[config.mk]
export PLATFORM = sky130hd
export DESIGN_NAME = gdr_ctrl
export DESIGN_NICKNAME = d
export VERILOG_FILES = /design/src/sv/gdr_pkg.sv /design/src/sv/gdr_ctrl.sv
export SDC_FILE = /design/constraint.sdc
export NUM_CORES = 1
export LEC_CHECK = 0
export ABC_AREA = 0
export BUFFER_PORTS_ARGS = -buffer_cell sky130_fd_sc_hd__buf_2
export CORE_AREA = 10 10 47 49
export CTS_CLUSTER_DIAMETER = 40
export DETAILED_ROUTE_END_ITERATION = 10
export DIE_AREA = 0 0 57 59
export GPL_TIMING_DRIVEN = 0
export HOLD_SLACK_MARGIN = 0.08
export SYNTH_ARGS = -nofsm -noshare
export SYNTH_HDL_FRONTEND = slang
export SYNTH_SLANG_ARGS = --single-unit
[constraint.sdc]
create_clock -name clk -period 1.8 [get_ports clk]
set_input_delay 0.36 -clock clk [delete_from_list [all_inputs] [get_ports clk]]
set_output_delay 0.36 -clock clk [all_outputs]
set_load 0.1 [all_outputs]
[src/sv/gdr_pkg.sv]
// Shared constants, types and codes for the grid DDA column raycaster.
`default_nettype none
package gdr_pkg;

	// Map geometry
	localparam int MAP_DIM    = 64;
	localparam int MAP_W      = $clog2(MAP_DIM);
	localparam int MX_W       = ((MAP_W > 6) ? MAP_W : 6) + 1;
	localparam int ADDR_W     = 2 * MAP_W;
	localparam int TILE_DEPTH = MAP_DIM * MAP_DIM;
	localparam int STEP_MAX   = 2 * MAP_DIM + 2;
	localparam int STEP_W     = $clog2(STEP_MAX + 1);

	// Screen limits and distance format
	localparam int COLUMN_LIMIT = 1024;
	localparam logic [23:0] DIST_MAX = 24'hFFFFFF;
	localparam logic [31:0] RECIP_ONE = 32'h4000_0000;

	// Register map
	typedef enum logic [2:0] {
		REG_POS_X   = 3'd0,
		REG_POS_Y   = 3'd1,
		REG_DIR_X   = 3'd2,
		REG_DIR_Y   = 3'd3,
		REG_PLANE_X = 3'd4,
		REG_PLANE_Y = 3'd5,
		REG_NUM_COL = 3'd6,
		REG_ROWS    = 3'd7
	} reg_idx_t;

	typedef struct packed {
		logic [15:0] pos_x;
		logic [15:0] pos_y;
		logic [15:0] dir_x;
		logic [15:0] dir_y;
		logic [15:0] plane_x;
		logic [15:0] plane_y;
		logic [10:0] num_columns;
		logic [9:0]  screen_rows;
	} cfg_t;

	typedef enum logic [3:0] {
		ST_CLEAR,
		ST_IDLE,
		ST_CAMX,
		ST_RAYX,
		ST_RAYY,
		ST_DX,
		ST_DY,
		ST_SIDEX,
		ST_SIDEY,
		ST_STEP,
		ST_CHECK,
		ST_HDIV,
		ST_HIT,
		ST_MISS
	} state_t;

	typedef enum logic [1:0] {
		DIV_CAMX,
		DIV_DX,
		DIV_DY,
		DIV_H
	} div_sel_t;

	typedef struct packed {
		logic     clr_step;
		logic     capture;
		logic     div_start;
		logic     ld_div;
		div_sel_t div_sel;
		logic     ld_rdx;
		logic     ld_rdy;
		logic     init_sx;
		logic     init_sy;
		logic     step;
		logic     ld_tile;
		logic     ld_hit;
		logic     ld_miss;
	} cmd_t;

	typedef struct packed {
		logic clr_last;
		logic col_ok;
		logic div_busy;
		logic div_done;
		logic oob;
		logic hit;
		logic steps_done;
		logic out_free;
	} sts_t;

endpackage
`default_nettype wire

[src/sv/gdr_ctrl.sv]
// Sequencer for map clearing, cell writes and the per-column cast.
`default_nettype none
module gdr_ctrl (
	input  wire logic          clk,
	input  wire logic          arst_n,
	input  wire logic          in_valid,
	input  wire logic          in_cast,
	output logic               in_ready,
	input  wire gdr_pkg::sts_t sts,
	output gdr_pkg::cmd_t      cmd
);
	gdr_pkg::state_t st_q;
	gdr_pkg::state_t st_nx;
	logic            accept;
	logic            div_state;

	assign in_ready = (st_q == gdr_pkg::ST_IDLE);
	assign accept   = in_valid && in_ready;

	always_ff @(posedge clk or negedge arst_n) begin
		if (!arst_n) st_q <= gdr_pkg::ST_CLEAR;
		else         st_q <= st_nx;
	end

	// Next state
	always_comb begin
		st_nx = st_q;
		unique case (st_q)
			gdr_pkg::ST_CLEAR: if (sts.clr_last) st_nx = gdr_pkg::ST_IDLE;
			gdr_pkg::ST_IDLE:  if (accept && in_cast) st_nx = gdr_pkg::ST_CAMX;
			gdr_pkg::ST_CAMX: begin
				if (!sts.col_ok)      st_nx = gdr_pkg::ST_IDLE;
				else if (sts.div_done) st_nx = gdr_pkg::ST_RAYX;
			end
			gdr_pkg::ST_RAYX:  st_nx = gdr_pkg::ST_RAYY;
			gdr_pkg::ST_RAYY:  st_nx = gdr_pkg::ST_DX;
			gdr_pkg::ST_DX:    if (sts.div_done) st_nx = gdr_pkg::ST_DY;
			gdr_pkg::ST_DY:    if (sts.div_done) st_nx = gdr_pkg::ST_SIDEX;
			gdr_pkg::ST_SIDEX: st_nx = gdr_pkg::ST_SIDEY;
			gdr_pkg::ST_SIDEY: st_nx = gdr_pkg::ST_STEP;
			gdr_pkg::ST_STEP:  st_nx = gdr_pkg::ST_CHECK;
			gdr_pkg::ST_CHECK: begin
				priority if (sts.oob)   st_nx = gdr_pkg::ST_MISS;
				else if (sts.hit)        st_nx = gdr_pkg::ST_HDIV;
				else if (sts.steps_done) st_nx = gdr_pkg::ST_MISS;
				else                     st_nx = gdr_pkg::ST_STEP;
			end
			gdr_pkg::ST_HDIV:  if (sts.div_done) st_nx = gdr_pkg::ST_HIT;
			gdr_pkg::ST_HIT:   if (sts.out_free) st_nx = gdr_pkg::ST_IDLE;
			gdr_pkg::ST_MISS:  if (sts.out_free) st_nx = gdr_pkg::ST_IDLE;
			default:           st_nx = gdr_pkg::ST_IDLE;
		endcase
	end

	// Commands
	always_comb begin
		cmd       = '0;
		div_state = 1'b0;
		cmd.div_sel = gdr_pkg::DIV_CAMX;
		unique case (st_q)
			gdr_pkg::ST_CLEAR: cmd.clr_step = 1'b1;
			gdr_pkg::ST_IDLE:  cmd.capture = accept;
			gdr_pkg::ST_CAMX: begin
				div_state   = sts.col_ok;
				cmd.div_sel = gdr_pkg::DIV_CAMX;
			end
			gdr_pkg::ST_RAYX:  cmd.ld_rdx = 1'b1;
			gdr_pkg::ST_RAYY:  cmd.ld_rdy = 1'b1;
			gdr_pkg::ST_DX: begin
				div_state   = 1'b1;
				cmd.div_sel = gdr_pkg::DIV_DX;
			end
			gdr_pkg::ST_DY: begin
				div_state   = 1'b1;
				cmd.div_sel = gdr_pkg::DIV_DY;
			end
			gdr_pkg::ST_SIDEX: cmd.init_sx = 1'b1;
			gdr_pkg::ST_SIDEY: cmd.init_sy = 1'b1;
			gdr_pkg::ST_STEP:  cmd.step = 1'b1;
			gdr_pkg::ST_CHECK: cmd.ld_tile = 1'b1;
			gdr_pkg::ST_HDIV: begin
				div_state   = 1'b1;
				cmd.div_sel = gdr_pkg::DIV_H;
			end
			gdr_pkg::ST_HIT:   cmd.ld_hit = sts.out_free;
			gdr_pkg::ST_MISS:  cmd.ld_miss = sts.out_free;
			default:           cmd.clr_step = 1'b0;
		endcase
		// launch once on entry, take the quotient on the done pulse
		cmd.div_start = div_state && !sts.div_busy && !sts.div_done;
		cmd.ld_div    = div_state && sts.div_done;
	end
endmodule
`default_nettype wire

==> results.toml <==
[outcome]
result_of_the_run = "finished with violations"
violations = "setup timing"

[setup_path]
critPathMaxFanout = 5
worst-endpoint-arrival_ns = 1.56
crit_chain = "nand2b_2 -> o221ai_4 -> nand2_2 -> nor2_4 -> buf_12"
setup.worst_path.end_class = "output pin"
critical_path_class = "register to output pin"
r2r.worst_path.cells = 6
timing.reg2reg.setup_slack_ns = 0.04
max_stage_delay_ns = 0.44
critPathLaunchType = "register"
worst_endpoint_required_time_ns = 1.44
cp_slowest_cell = "sky130_fd_sc_hd__dfrtp_2"

[route]
dr.pass1.iters = 4
routed_via_count = 624
drt-wirelength-per-cell_um = 16.69
drt_wl_total_um = 1969
number_of_vias_per_cell = 5.288
route.detailed.drc = 0
ant_nets = 0
drt_iter0_markers = 14

[sta]
worst_slew_pin_slew_ns = 0.3245
max_freq_ghz = 0.5222
fin_crit_sh_pct = 106.4
slew_headroom_pct = 78.32
setup_ws_ns = -0.1150
finalSetupViolCount = 5
final.setup_skew_ns = 0.009910
report.final.slew_viol_count = 0
rsz0062_at_grt = "yes"
clock_period_minus_worst_slack_ns = 1.915
hold_violations = 0
fin_setup_tns_ns = -0.3020

[layout]
largest_registers = "st_q: 4 flops"
final.fill_count = 105
regArea_um2 = 102.6
largest-register = "st_q"
multiInputGateArea_um2 = 450.4
largest_reg_flops = 4
layout_common_cells = "sky130_fd_sc_hd__buf_4, sky130_fd_sc_hd__buf_2, sky130_fd_sc_hd__buf_12, sky130_fd_sc_hd__buf_6, sky130_fd_sc_hd__nor2_4"
final_common_cell = "sky130_fd_sc_hd__buf_4"
final_core_utilization_pct = 75.45
flow.area_growth_from_synthesis_pct = 143.5
drive_above_1_share_pct = 72.55
design.final.nets = 116
num_antenna_cells = 0
layout.cells.non_filler = 118

[synth]
avgSynthCellArea_um2 = 7.359
synth_top_area_cell = "sky130_fd_sc_hd__dfrtp_1"
synth.yosys.seq_area_share_pct = 23.05
yosys-top-cells-area = "sky130_fd_sc_hd__dfrtp_1, sky130_fd_sc_hd__nor2_1, sky130_fd_sc_hd__nor3_1"
synth_fp_nets = 71
synthesis.area_um2 = 434.2
ys_ff_latch = 4
synth.yosys.warnings = 0
yosys.area.top_type_share_pct = 23.05
synth.distinct_cells = 32
post_synth_inst_count = 59

[global_routing]
grt.total_usage_pct = 11.53
first_global_vias = 693
grt_first_pass_wirelength_um = 3153
globalRouteOverflowTotal = 0
antenna_found_initial = 0
grt_max_degree = 11

[placed_design]
finalWeightedCongestion = 0.7609
hpwlAfterDp_um = 1250
port_buffer_count = 26
place_worst_setup_slack_ns = -0.2707
placed_cells = 101

[die]
fp.dieArea_um2 = 3363
row_count = 14
top_level_ports = 27
die-width_um = 57
start_util_pct = 30.98
core_um2 = 1401
die_height_um = 59

[clocking]
tritoncts_buffers = 3
h-tree-depth = 1
cts.clk_slew.worst_paths_ns = 0.04
ctsRootBufferMaster = "sky130_fd_sc_hd__clkbuf_4"
cts-root-to-sink-buffers = 2
cts_sinks = 4
clkLatencyLatePin_ns = 0.25
tritoncts = "yes"

[hold_path]
hold_class = "input pin to asynchronous set/reset pin"

[job]
cap_violations = 0
## logic make-up (layout without fill, tap and decap cells)
family,Yosys count,count (layout),synth area share [%]
simple gates,30,30,36.60
compound gates,18,18,31.70
buf+inv,7,50,8.646
flops,4,4,23.06
## cells in the mapped netlist (all sizes together)
cell type / count
a22o: 1
inv: 3
and2: 3
nand3b: 1
a22oi: 1
nand4b: 1
o21a: 1
a21oi: 2
o32a: 1
o21bai: 1
dfrtp: 4
o21ai: 4
buf: 2
clkbuf: 2
a21o: 1
nand3: 1
o22ai: 1
nor3: 5
o31a: 1
o2bb2ai: 1
nor2b: 1
nand2b: 4
or2: 1
o221ai: 1
a211oi: 1
nand2: 5
o31ai: 1
nor2: 8
## routing by layer
| layer | share of wire, % | track usage (%) | wire length, um |
|---|---|---|---|
| met5 | 0 | 0 | 0 |
| met4 | 3.8 | 6.040 | 75 |
| met3 | 8.1 | 3.433 | 159 |
| met2 | 54 | 20.47 | 1062 |
| met1 | 34 | 11.99 | 672 |
## worst paths after layout
check / start / to
max: st_q[0]$_DFFE_PN0P_ / cmd[11]
min: arst_n / st_q[1]$_DFFE_PN0P_
max reg2reg: st_q[2]$_DFFE_PN0P_ / st_q[0]$_DFFE_PN0P_
min reg2reg: st_q[3]$_DFFE_PN0P_ / st_q[3]$_DFFE_PN0P_
max in group asynchronous: arst_n / st_q[0]$_DFFE_PN0P_
min in group clk: sts[0] / st_q[3]$_DFFE_PN0P_
## worst max-delay path: cells and delay by family (launching register included)
kind	cells	cell delay [ns]
buf+inv	1	0.18
compound gates	1	0.22
flops	1	0.44
simple gates	3	0.47
## area by class of cell
type | count | area share, %
multi-input combinational | 48 | 42.60
timing repair buffer | 40 | 37.87
sequential | 4 | 9.704
buffer | 4 | 4.734
clock buffer | 3 | 2.130
tap | 16 | 1.893
inverter | 3 | 1.065
## metrics by stage
stage / hold slack (ns) / area (um2)
2_1_floorplan: 0.06441 / 559.3
3_3_place_gp: 0.1633 / 709.4
3_5_place_dp: 0.1671 / 709.4
4_1_cts: 0.4627 / 1010
5_1_grt: 0.4931 / 1057
6_report: 0.4887 / 1057
## timing repair
action	in CTS	in global routing
resized for setup	51	10
pin swaps	3	4
buffers inserted	11	2
hold buffers	1	0
endpoints found under the hold margin	4	0
endpoints found under the setup margin	15	15
Power is not shown: default switching activity piles up to over one toggle a cycle in this logic, so the estimate is an artifact.
